[config.mk]
export PLATFORM = sky130hd
export DESIGN_NAME = positional_list_engine
export DESIGN_NICKNAME = d
export VERILOG_FILES = /design/src/rtl/ple_pkg.sv /design/src/rtl/ple_ctrl.sv /design/src/rtl/ple_dp.sv /design/src/rtl/positional_list_engine.sv
export SDC_FILE = /design/constraint.sdc
export NUM_CORES = 2
export LEC_CHECK = 0
export BUFFER_PORTS_ARGS = -buffer_cell sky130_fd_sc_hd__buf_2
export CAP_MARGIN = 25
export CORE_ASPECT_RATIO = 0.75
export CORE_MARGIN = 10
export CORE_UTILIZATION = 47
export CTS_BUF_LIST = sky130_fd_sc_hd__clkbuf_4
export DETAILED_ROUTE_END_ITERATION = 8
export PLACE_DENSITY = 0.7
export SYNTH_ARGS = -nofsm -noshare
export SYNTH_HDL_FRONTEND = slang
export SYNTH_SLANG_ARGS = --single-unit
[constraint.sdc]
create_clock -name clk -period 7.7 [get_ports clk]
set_input_delay 1.54 -clock clk [delete_from_list [all_inputs] [get_ports clk]]
set_output_delay 1.54 -clock clk [all_outputs]
set_load 0.01 [all_outputs]
[src/rtl/ple_pkg.sv]
`timescale 1ns / 1ps

package ple_pkg;

  // action codes carried on the request side
  typedef enum logic [2:0] {
    ACT_CLEAR  = 3'd0,
    ACT_INSERT = 3'd1,
    ACT_REMOVE = 3'd2,
    ACT_MODIFY = 3'd3,
    ACT_READ   = 3'd4,
    ACT_FIND   = 3'd5
  } action_t;

  typedef enum logic [1:0] {
    ST_OK     = 2'd0,
    ST_FULL   = 2'd1,
    ST_BADPOS = 2'd2,
    ST_NOKEY  = 2'd3
  } status_t;

  typedef enum logic [2:0] {
    S_IDLE,
    S_DECODE,
    S_WALK,
    S_POST,
    S_FINISH
  } state_t;

  // controller to datapath
  typedef struct packed {
    logic accept;
    logic decode;
    logic clear;
    logic start;
    logic walk;
    logic modify;
    logic post;
    logic load;
  } cmd_t;

  // datapath to controller
  typedef struct packed {
    action_t act;
    logic    op_ok;
    logic    walk_done;
    logic    res_free;
  } sts_t;

  localparam int POS_BITS   = 7;
  localparam int IN_KEY_BITS = 32;
  localparam int PAY_BITS   = 32;

endpackage

[src/rtl/ple_ctrl.sv]
`timescale 1ns / 1ps

module ple_ctrl (
  input  logic          clk,
  input  logic          rst,
  input  logic          req_valid,
  output logic          req_ready,
  input  ple_pkg::sts_t sts,
  output ple_pkg::cmd_t cmd
);

  ple_pkg::state_t state;
  ple_pkg::state_t state_next;

  always_ff @(posedge clk) begin
    if (rst) begin
      state <= ple_pkg::S_IDLE;
    end else begin
      state <= state_next;
    end
  end

  always_comb begin
    state_next = state;
    case (state)
      ple_pkg::S_IDLE: begin
        if (req_valid) state_next = ple_pkg::S_DECODE;
      end
      ple_pkg::S_DECODE: begin
        if (sts.op_ok && (sts.act inside {ple_pkg::ACT_INSERT, ple_pkg::ACT_REMOVE,
                                          ple_pkg::ACT_READ, ple_pkg::ACT_FIND})) begin
          state_next = ple_pkg::S_WALK;
        end else begin
          state_next = ple_pkg::S_FINISH;
        end
      end
      ple_pkg::S_WALK: begin
        if (sts.walk_done) state_next = ple_pkg::S_POST;
      end
      ple_pkg::S_POST: begin
        state_next = ple_pkg::S_FINISH;
      end
      ple_pkg::S_FINISH: begin
        if (sts.res_free) state_next = ple_pkg::S_IDLE;
      end
      default: begin
        state_next = ple_pkg::S_IDLE;
      end
    endcase
  end

  always_comb begin
    cmd       = '0;
    req_ready = 1'b0;
    case (state)
      ple_pkg::S_IDLE: begin
        req_ready  = 1'b1;
        cmd.accept = req_valid;
      end
      ple_pkg::S_DECODE: begin
        cmd.decode = 1'b1;
        cmd.clear  = (sts.act == ple_pkg::ACT_CLEAR);
        cmd.modify = sts.op_ok && (sts.act == ple_pkg::ACT_MODIFY);
        cmd.start  = sts.op_ok && (sts.act inside {ple_pkg::ACT_INSERT, ple_pkg::ACT_REMOVE,
                                                   ple_pkg::ACT_READ, ple_pkg::ACT_FIND});
      end
      ple_pkg::S_WALK: begin
        cmd.walk = 1'b1;
      end
      ple_pkg::S_POST: begin
        cmd.post = 1'b1;
      end
      ple_pkg::S_FINISH: begin
        cmd.load = sts.res_free;
      end
      default: begin
        cmd = '0;
      end
    endcase
  end

endmodule

[src/rtl/ple_dp.sv]
`timescale 1ns / 1ps

module ple_dp #(
  parameter int CAPACITY = 64,
  parameter int KEY_BITS = 32
) (
  input  logic                          clk,
  input  logic                          rst,
  input  ple_pkg::cmd_t                 cmd,
  output ple_pkg::sts_t                 sts,
  input  logic [2:0]                    in_action,
  input  logic [ple_pkg::POS_BITS-1:0]  in_position,
  input  logic [ple_pkg::IN_KEY_BITS-1:0] in_key,
  input  logic [ple_pkg::PAY_BITS-1:0]  in_payload,
  output logic                          res_valid,
  input  logic                          res_ready,
  output logic [1:0]                    res_status,
  output logic [ple_pkg::POS_BITS-1:0]  res_found,
  output logic [ple_pkg::IN_KEY_BITS-1:0] res_key,
  output logic [ple_pkg::PAY_BITS-1:0]  res_payload,
  output logic [ple_pkg::POS_BITS-1:0]  res_count
);

  localparam int AW = $clog2(CAPACITY);
  localparam int CW = $clog2(CAPACITY + 1);
  localparam int WW = ((CW > ple_pkg::POS_BITS) ? CW : ple_pkg::POS_BITS) + 1;

  // request registers
  ple_pkg::action_t                 act;
  logic [ple_pkg::POS_BITS-1:0]     pos;
  logic [KEY_BITS-1:0]              key;
  logic [ple_pkg::PAY_BITS-1:0]     pay;

  logic [CW-1:0]                    count;

  // entry store, one write and one registered read a cycle
  logic [KEY_BITS-1:0]              key_mem [CAPACITY];
  logic [ple_pkg::PAY_BITS-1:0]     pay_mem [CAPACITY];
  logic [KEY_BITS-1:0]              rd_key;
  logic [ple_pkg::PAY_BITS-1:0]     rd_pay;

  // walker
  logic [AW-1:0]                    raddr;
  logic [CW-1:0]                    left;
  logic                             pend;
  logic [AW-1:0]                    pidx;

  // collected result
  ple_pkg::status_t                 stat;
  logic                             hit;
  logic [WW-1:0]                    fpos;
  logic [KEY_BITS-1:0]              got_key;
  logic [ple_pkg::PAY_BITS-1:0]     got_pay;

  logic [WW-1:0]                    cnt_w;
  logic [WW-1:0]                    pos_w;
  logic [AW-1:0]                    p0;
  ple_pkg::status_t                 stat_c;
  logic                             we;
  logic [AW-1:0]                    waddr;
  logic [KEY_BITS-1:0]              wkey;
  logic [ple_pkg::PAY_BITS-1:0]     wpay;
  logic [63:0]                      key64;

  assign cnt_w = WW'(count);
  assign pos_w = WW'(pos);
  assign p0    = AW'(pos_w - WW'(1));

  always_comb begin
    stat_c = ple_pkg::ST_OK;
    case (act)
      ple_pkg::ACT_INSERT: begin
        if (count == CW'(CAPACITY)) stat_c = ple_pkg::ST_FULL;
        else if (pos_w == '0 || pos_w > cnt_w + WW'(1)) stat_c = ple_pkg::ST_BADPOS;
      end
      ple_pkg::ACT_REMOVE, ple_pkg::ACT_MODIFY, ple_pkg::ACT_READ: begin
        if (pos_w == '0 || pos_w > cnt_w) stat_c = ple_pkg::ST_BADPOS;
      end
      default: begin
        stat_c = ple_pkg::ST_OK;
      end
    endcase
  end

  assign sts.act       = act;
  assign sts.op_ok     = (stat_c == ple_pkg::ST_OK);
  assign sts.walk_done = (left == '0) && !pend;
  assign sts.res_free  = !res_valid || res_ready;

  always_ff @(posedge clk) begin
    if (cmd.accept) begin
      act <= ple_pkg::action_t'(in_action);
      pos <= in_position;
      key <= KEY_BITS'(64'(in_key));
      pay <= in_payload;
    end
    if (cmd.decode) stat <= stat_c;
  end

  always_ff @(posedge clk) begin
    if (rst) begin
      count <= '0;
    end else if (cmd.clear) begin
      count <= '0;
    end else if (cmd.post && act == ple_pkg::ACT_INSERT) begin
      count <= count + CW'(1);
    end else if (cmd.post && act == ple_pkg::ACT_REMOVE) begin
      count <= count - CW'(1);
    end
  end

  // walker: insert runs downward from the tail, remove and find run upward, read fetches one entry
  always_ff @(posedge clk) begin
    if (rst) begin
      left <= '0;
      pend <= 1'b0;
    end else if (cmd.start) begin
      pend <= 1'b0;
      case (act)
        ple_pkg::ACT_INSERT: begin
          raddr <= AW'(cnt_w - WW'(1));
          left  <= CW'(cnt_w - pos_w + WW'(1));
        end
        ple_pkg::ACT_REMOVE: begin
          raddr <= AW'(pos_w);
          left  <= CW'(cnt_w - pos_w);
        end
        ple_pkg::ACT_READ: begin
          raddr <= p0;
          left  <= CW'(1);
        end
        default: begin
          raddr <= '0;
          left  <= count;
        end
      endcase
    end else if (cmd.walk) begin
      pend <= (left != '0);
      if (left != '0) begin
        pidx  <= raddr;
        left  <= left - CW'(1);
        raddr <= (act == ple_pkg::ACT_INSERT) ? raddr - AW'(1) : raddr + AW'(1);
      end
    end
  end

  always_comb begin
    we    = 1'b0;
    waddr = p0;
    wkey  = key;
    wpay  = pay;
    if (cmd.walk && pend && act == ple_pkg::ACT_INSERT) begin
      we    = 1'b1;
      waddr = pidx + AW'(1);
      wkey  = rd_key;
      wpay  = rd_pay;
    end else if (cmd.walk && pend && act == ple_pkg::ACT_REMOVE) begin
      we    = 1'b1;
      waddr = pidx - AW'(1);
      wkey  = rd_key;
      wpay  = rd_pay;
    end else if (cmd.modify || (cmd.post && act == ple_pkg::ACT_INSERT)) begin
      we = 1'b1;
    end
  end

  always_ff @(posedge clk) begin
    if (we) begin
      key_mem[waddr] <= wkey;
      pay_mem[waddr] <= wpay;
    end
    rd_key <= key_mem[raddr];
    rd_pay <= pay_mem[raddr];
  end

  always_ff @(posedge clk) begin
    if (rst) begin
      hit <= 1'b0;
    end else if (cmd.accept) begin
      hit     <= 1'b0;
      fpos    <= '0;
      got_key <= '0;
      got_pay <= '0;
    end else if (cmd.walk && pend) begin
      if (act == ple_pkg::ACT_READ) begin
        got_key <= rd_key;
        got_pay <= rd_pay;
      end else if (act == ple_pkg::ACT_FIND && !hit && rd_key == key) begin
        hit     <= 1'b1;
        got_key <= rd_key;
        got_pay <= rd_pay;
        fpos    <= WW'(pidx) + WW'(1);
      end
    end
  end

  assign key64 = 64'(got_key);

  always_ff @(posedge clk) begin
    if (rst) begin
      res_valid <= 1'b0;
    end else if (cmd.load) begin
      res_valid <= 1'b1;
    end else if (res_ready) begin
      res_valid <= 1'b0;
    end
  end

  always_ff @(posedge clk) begin
    if (cmd.load) begin
      if (act == ple_pkg::ACT_FIND) begin
        res_status <= hit ? ple_pkg::ST_OK : ple_pkg::ST_NOKEY;
      end else begin
        res_status <= stat;
      end
      res_found   <= fpos[ple_pkg::POS_BITS-1:0];
      res_key     <= key64[ple_pkg::IN_KEY_BITS-1:0];
      res_payload <= got_pay;
      res_count   <= cnt_w[ple_pkg::POS_BITS-1:0];
    end
  end

endmodule

[src/rtl/positional_list_engine.sv]
`timescale 1ns / 1ps

// positional list engine: ordered list of up to CAPACITY (key, payload) entries
// request channel s_axis_*: tuser carries the action (clear, insert, remove,
//   modify, read, find), tdata carries position, key and payload
// result channel m_axis_*: tuser carries the status, tdata carries found
//   position, entry read, and the entry count after the action
// exactly one result per request, in request order
// one request is worked at a time; the store is a single-port-write,
//   registered-read memory, so shifting and searching move one entry a cycle
// the next request is taken in the cycle after a result is loaded
// a finished result sits in the output register while the next request is
//   accepted; a stalled receiver only holds the block once a second result
//   is ready to go out
// synchronous reset empties the list (count zero) and drops any pending result;
//   entry contents are left as they were and are never read until rewritten
module positional_list_engine #(
  parameter int CAPACITY = 64,
  parameter int KEY_BITS = 32
) (
  input  logic        clk,
  input  logic        rst,
  input  logic        s_axis_tvalid,
  output logic        s_axis_tready,
  input  logic [71:0] s_axis_tdata,   // position[6:0], entry_key[38:7], entry_payload[70:39]
  input  logic [2:0]  s_axis_tuser,   // action[2:0]
  output logic        m_axis_tvalid,
  input  logic        m_axis_tready,
  output logic [79:0] m_axis_tdata,   // found_position[6:0], read_key[38:7],
                                      // read_payload[70:39], entry_count[77:71]
  output logic [1:0]  m_axis_tuser    // status[1:0]
);

  ple_pkg::cmd_t cmd;
  ple_pkg::sts_t sts;

  logic [ple_pkg::POS_BITS-1:0] res_found;
  logic [ple_pkg::IN_KEY_BITS-1:0] res_key;
  logic [ple_pkg::PAY_BITS-1:0] res_payload;
  logic [ple_pkg::POS_BITS-1:0] res_count;

  // sequencer: accept, decode, walk, post, finish, hand off result
  ple_ctrl u_ctrl (
    .clk       (clk),
    .rst       (rst),
    .req_valid (s_axis_tvalid),
    .req_ready (s_axis_tready),
    .sts       (sts),
    .cmd       (cmd)
  );

  // store, count, walker and output register
  ple_dp #(
    .CAPACITY (CAPACITY),
    .KEY_BITS (KEY_BITS)
  ) u_dp (
    .clk         (clk),
    .rst         (rst),
    .cmd         (cmd),
    .sts         (sts),
    .in_action   (s_axis_tuser),
    .in_position (s_axis_tdata[6:0]),
    .in_key      (s_axis_tdata[38:7]),
    .in_payload  (s_axis_tdata[70:39]),
    .res_valid   (m_axis_tvalid),
    .res_ready   (m_axis_tready),
    .res_status  (m_axis_tuser),
    .res_found   (res_found),
    .res_key     (res_key),
    .res_payload (res_payload),
    .res_count   (res_count)
  );

  // top two bits are byte fill
  assign m_axis_tdata = {2'b00, res_count, res_payload, res_key, res_found};

endmodule
Yosys cells after proc, flatten, opt, wreduce, memory -nomap -nowiden --
Memories as Yosys holds them, arrays and structs flattened. A register that Yosys moved wholly into a read port is not among the register bits. Index checks and enable logic that the tools add are counted.
Storage, ports and cells: input bits 79, logic and storage cells 149, flip-flop bits (word level) 259, memories kept 2, output and inout port bits 84, memory bits (writable) 4096
Memory list:
- u_dp.key_mem | words 64, width 32, rd ports 1, clocked after memory_dff 1, write ports 1, RTL line ple_dp.sv:37 | logic [KEY_BITS-1:0] key_mem [CAPACITY];
- u_dp.pay_mem | words 64, width 32, rd ports 1, clocked after memory_dff 1, write ports 1, RTL line ple_dp.sv:38 | logic [ple_pkg::PAY_BITS-1:0] pay_mem [CAPACITY];
Cells by class: $add $sub $neg 13, reduce and logical (&&, ||, !) cells 42, multiplexer cells 51, equality and inequality tests 15, bitwise operators 3, magnitude comparators 2
Operator list (count):
- $mux 32 | 10
- $mux 7 | 8
- $mux 6 | 6
- $eq 32x32->1 | 1
- $sub 6x1->6 const B | 4
- $pmux 7 s3 | 1
- $pmux 6 s3 | 1
- $mux 3 | 5
- $pmux 3 s5 | 1
- $add 7x1->7 const B | 2
- $sub 7x1->7 const B | 2
- $mux 1 | 13
- $add 6x1->6 const B | 2
- $eq 3x2->1 const B | 4
- $reduce_and 3->1 | 4
- $reduce_bool 2->1 | 6
- $logic_and 1x1->1 | 10
- $mux 2 | 5
- $eq 3x3->1 const B | 3
- $add 7x1->8 const B | 1
- $gt 7x8->1 | 1
- $logic_not 8->1 | 1
- $reduce_and 4->1 | 2
- $add 6x1->7 const B | 1
- other kinds (19) | 32

Longest topological paths before layout --
depth in word-level cells 15, depth in mapped cells 14, mapped depth without buffers 12

Hierarchy --
A second synthesis with hierarchy kept.
Second synthesis, totals: cell total of the unflattened synthesis 7439, area total of the unflattened synthesis 166930.1 um2
Modules (own cells, without submodules):
- ple_dp | cells an instance 7405, area an instance 166668.6 um2, instances 1, seq. area each 131796.4 um2
- ple_ctrl | cells an instance 31, area an instance 242.7 um2, instances 1, seq. area each 60.1 um2
- positional_list_engine | cells an instance 3, area an instance 18.8 um2, instances 1, seq. area each 0.0 um2

Worst setup path before layout --
Ideal clock, no wire load.
kind register to register, start point register u_dp.count[1], end point memory u_dp.key_mem[27][0] (enable), stages on the path, launching flop included 13, required time 7.135 ns, buffers on the path 0, data arrival time 6.872 ns, clock period less this slack 7.437 ns, library setup time 0.565 ns, path slack 0.263 ns, cell sequence dfxtp_1 ha_1 and3_1 nand3_1 xor2_1 ha_1 nand3_1 o221ai_1 nor3_1 o2bb2ai_1 o31ai_2 nand3_1 nor3_1
On the way: cells in the longest elaborated chain, start to end 15, elaborated cells on any way between the ends 19, those cells by class 1 x add/sub; 2 x order compare; 1 x eq/ne; 10 x mux; 5 x reduce/logical
Ends and longest elaborated chain:
- from (decl) | RTL line ple_dp.sv:34 | logic [CW-1:0] count;
- from (signal assigned) | RTL line ple_dp.sv:106 | count <= count + CW'(1);
- from (signal assigned) | RTL line ple_dp.sv:108 | count <= count - CW'(1);
- $add 7x1->8 | RTL line ple_dp.sv:74 | else if (pos_w == '0 || pos_w > cnt_w + WW'(1)) stat_c = ple_pkg::ST_BADPOS;
- $gt 7x8->1 | RTL line ple_dp.sv:74
- $logic_or 1x1->1 | RTL line ple_dp.sv:74
- $mux 2 | RTL line ple_dp.sv:74
- $mux 2 | RTL line ple_dp.sv:73 | if (count == CW'(CAPACITY)) stat_c = ple_pkg::ST_FULL;
- $pmux 2 s2 (*) | RTL line ple_dp.sv:71 | case (act)
- $logic_not 2->1 (*) | RTL line ple_dp.sv:86 | assign sts.op_ok = (stat_c == ple_pkg::ST_OK);
- $logic_and 1x1->1 (*) | RTL line ple_ctrl.sv:63 | cmd.modify = sts.op_ok && (sts.act == ple_pkg::ACT_MODIFY);
- $mux 1 (*) | RTL line ple_ctrl.sv:55 | case (state)
- $logic_or 1x1->1 (*) | RTL line ple_dp.sv:162 | end else if (cmd.modify || (cmd.post && act == ple_pkg::ACT_INSERT)) begin
- $mux 1 (*) | RTL line ple_dp.sv:162
- $mux 1 (*) | RTL line ple_dp.sv:157 | end else if (cmd.walk && pend && act == ple_pkg::ACT_REMOVE) begin
- $mux 1 (*) | RTL line ple_dp.sv:152 | if (cmd.walk && pend && act == ple_pkg::ACT_INSERT) begin
- $mux 1 (*) | RTL line ple_dp.sv:168 | if (we) begin
- $mux 1 (not written as such) (*) | RTL line ple_dp.sv:169 | key_mem[waddr] <= wkey;
- to (decl) | RTL line ple_dp.sv:37
Every way passes the cells marked *; elsewhere a longest branch is shown, timed or not.

Worst setup path in the final report --
start point register u_dp.count[1], end point memory u_dp.pay_mem[11][1] (netlist bit) (enable)
On the way: cells in the longest elaborated chain, start to end 15, elaborated cells on any way between the ends 19, those cells by class 1 x add/sub; 2 x order compare; 1 x eq/ne; 10 x mux; 5 x reduce/logical
Ends and longest elaborated chain:
- $add 7x1->8 | RTL line ple_dp.sv:74
- $gt 7x8->1 | RTL line ple_dp.sv:74
- $logic_or 1x1->1 | RTL line ple_dp.sv:74
- $mux 2 | RTL line ple_dp.sv:74
- $mux 2 | RTL line ple_dp.sv:73
- $pmux 2 s2 (*) | RTL line ple_dp.sv:71
- $logic_not 2->1 (*) | RTL line ple_dp.sv:86
- $logic_and 1x1->1 (*) | RTL line ple_ctrl.sv:63
- $mux 1 (*) | RTL line ple_ctrl.sv:55
- $logic_or 1x1->1 (*) | RTL line ple_dp.sv:162
- $mux 1 (*) | RTL line ple_dp.sv:162
- $mux 1 (*) | RTL line ple_dp.sv:157
- $mux 1 (*) | RTL line ple_dp.sv:152
- $mux 1 (*) | RTL line ple_dp.sv:168
- $mux 1 (not written as such) (*) | RTL line ple_dp.sv:170 | pay_mem[waddr] <= wpay;
- to (decl) | RTL line ple_dp.sv:38
Marked as above.

==> impl_metrics.yaml <==
worst_setup_path:
  path_common_cell: "nand3_1"
  max_stage_delay_ps: 940
  worstPathArrival_ps: 6690
  critPathTopFamily: "simple AND/OR/NAND/NOR gates"
  required_ps: 8780
  slowest_stage: "nor2_4"
  regToRegEndpoint: "u_dp.pay_mem[11][1]"
  cp_max_fo: 26
  rrSetupSlack_ps: 2090
  cp-end-kind: "flip-flop"
  critical_path_class: "flip-flop to flip-flop"
  rr_worst_depth: 14
  rr_startpoint: "u_dp.count[1]"
  worst-path-buf-inv: 2
  path_cells: "ha_1 -> and3_1 -> nand3_1 -> xor2_1 -> ha_1 -> nand3_1 -> o221ai_1 -> nor3_1 -> o2bb2ai_1 -> o31ai_2 -> nand3_1 -> buf_4 -> nor2_4 -> buf_4"
  start_kind: "flip-flop"
routing:
  postRouteAntennaNets: 0
  dr.pass1.iters: 6
  drtIter0Drc: 12300
  drt_wl_total_um: 422000
  wire_per_inst_um: 31.6
  via_count: 82000
  routed_via_density: 6.13
  drc: 0
timing:
  setup_viol: 0
  finClkSkew_ps: 132
  fmax_mhz: 178
  rsz0062_at_grt: "false"
  min_period_ps: 5610
  period_share_pct: 72.8
  slew_viol_final: 0
  maxSlewHeadroom_pct: 22.7
  final-hold-violation-count: 0
  worstMarginPinSlew_ps: 1160
  tns_ps: 0
placed_design:
  gp_congestion: 0.850
  place_hpwl_um: 217000
  io_buffers: 159
yosys:
  synthDistinctLibCells: 56
  syn_inst: 6816
  synth_edf_count: 4335
  synth_area_per_cell_um2: 24.6
  ys_async_sr_fraction_pct: 0
  synth_ff_type: "edfxtp_1"
  yosysWarnings: 0
  syn-cell-area_um2: 168000
  yosysSeqAreaShare_pct: 78.5
  synth_seq_cells: 4419
clock_network:
  clock_latency_ps: 1510
  cts_tree: "done"
  hold_buffers: 0
  cts_root_buffer: "clkbuf_4"
  cts.clk_slew.worst_paths_ps: 70
  clkSinkCount: 4419
  h-tree-depth: 7
  clockBufferDepth: 4
  cts_buffers: 1062
  cts_resized: 0
  post_cts_buffers: 0
global_routing:
  grt_max_degree: 116
  gr-total-overflow: 0
  antenna_found_initial: 23
  gr-usage-all-layers_pct: 21.8
  grt_pass1_vias: 82400
  grt_pass1_wl_um: 599000
power:
  p_leak_nw: 60.3
  power_density_nw_per_um2: 250
  ir_drop_uv: 161
  total_power_mw: 47.5
finish:
  drive_above_1_share_pct: 40.2
  nets: 8050
  area_delta_synth_final_pct: 13.3
  final_cell_mix: "edfxtp_1, clkbuf_4, mux4_2"
  layout.cells.most_common: "edfxtp_1"
  top_regs: "u_dp.key_mem: 2048 flops, u_dp.pay_mem: 2048 flops"
floorplanning:
  num_rows: 189
  start_util_pct: 47.3
  ioPinCount: 163
  dieWidth_um: 710
  core_um2: 355000
  die_h_um: 538
  dieArea_um2: 382000
worst_hold_path:
  hold_path_class: "input pin to flip-flop"
  hold_depth: 1
  holdPathEnd: "u_dp.key[1]"
  min_from: "s_axis_tdata[8]"
job:
  drv_cap: 0
outcome:
  status: "finished clean"
## worst reg2reg max path, cell delays in order, from the launching register on
cell and delay, ps:
dfxtp_1 740, ha_1 300, and3_1 220, nand3_1 110
xor2_1 180, ha_1 310, nand3_1 80, o221ai_1 160
nor3_1 80, o2bb2ai_1 180, o31ai_2 790, nand3_1 160
buf_4 330, nor2_4 950, buf_4 630
## per-stage QoR
step	worst slack [ps]	utilization, %	hold WS [ps]	area, um^2	std cells
after floorplan	263	-	400	168000	6817
after global placement	2120	49.6	404	176000	11500
after detailed placement	2300	49.7	405	176000	11500
after CTS	2310	53.5	89.6	190000	13300
after global routing	1930	53.6	140	190000	13400
final	2090	53.7	218	190000	13400
## cells by family (layout without fill, tap and decap cells)
family	count (synthesis)	count (layout)	share of synthesized area [%]
DFF	4419	4419	78.5
other	1	13	0.00223
AOI/OAI and AO/OA	122	122	0.472
adders and majority gates	33	33	0.259
xor gates and xnor gates	75	75	0.391
and+or+nand+nor	415	415	1.17
muxes	1378	1378	18.3
buffers and inverters	373	2235	0.942
## per-layer routing
metal,vias to the layer above,routed length (um),track usage [%]
li1,32300,-,-
met4,6,10800,6.62
met5,-,34,0
met2,5521,191000,31.7
met1,43400,168000,32.4
met3,718,52200,5.88
## worst max-delay path by stage
stage,slack [ps],end,from,depth (start not counted)
4_1_cts,2310,u_dp.key_mem[11][23],u_dp.count[1],14
3_3_place_gp,2120,u_dp.key_mem[8][12],u_dp.count[1],14
2_1_floorplan,260,u_dp.key_mem[27][0],u_dp.count[1],12
5_1_grt,1930,u_dp.key_mem[42][23],u_dp.count[1],14
6_report,2090,u_dp.pay_mem[11][1],u_dp.count[1],14
3_5_place_dp,2300,u_dp.pay_mem[11][23],u_dp.count[1],14
## where the power goes
| part | switching (mW) | leakage [nW] | internal [mW] | total (mW) |
|---|---|---|---|---|
| Combinational | 1.12 | 12.6 | 0.583 | 1.70 |
| Sequential | 0.0957 | 39.7 | 26.7 | 26.8 |
| Clock | 9.09 | 7.92 | 9.98 | 19.1 |
## cells in the mapped netlist (11+ instances only)
cell type	n	area share (%)
xor2_1	20	0.10
a21oi_1	38	0.11
o22ai_1	13	0.048
nand3_1	17	0.051
o21ai_0	14	0.042
inv_1	27	0.060
nand2_1	145	0.32
mux4_2	1344	18
and2_1	73	0.27
mux2_2	32	0.21
clkbuf_1	187	0.42
ha_1	30	0.22
buf_2	109	0.32
nand2b_1	11	0.041
dfxtp_1	84	1.0
buf_1	42	0.094
nor3_1	15	0.045
nor2_1	107	0.24
edfxtp_1	4335	78
xnor2_1	55	0.29
## layout make-up
| type | instances | area (um^2) |
|---|---|---|
| antenna | 11 | 27.5 |
| clock buffer | 1521 | 11400 |
| clock inverter | 284 | 1920 |
| fill | 26400 | 164000 |
| inverter | 28 | 110 |
| multi-input combinational | 2025 | 35000 |
| sequential | 4419 | 132000 |
| tap | 4679 | 5850 |
| timing repair buffer | 402 | 4100 |
(Power assumes the default switching activity.)
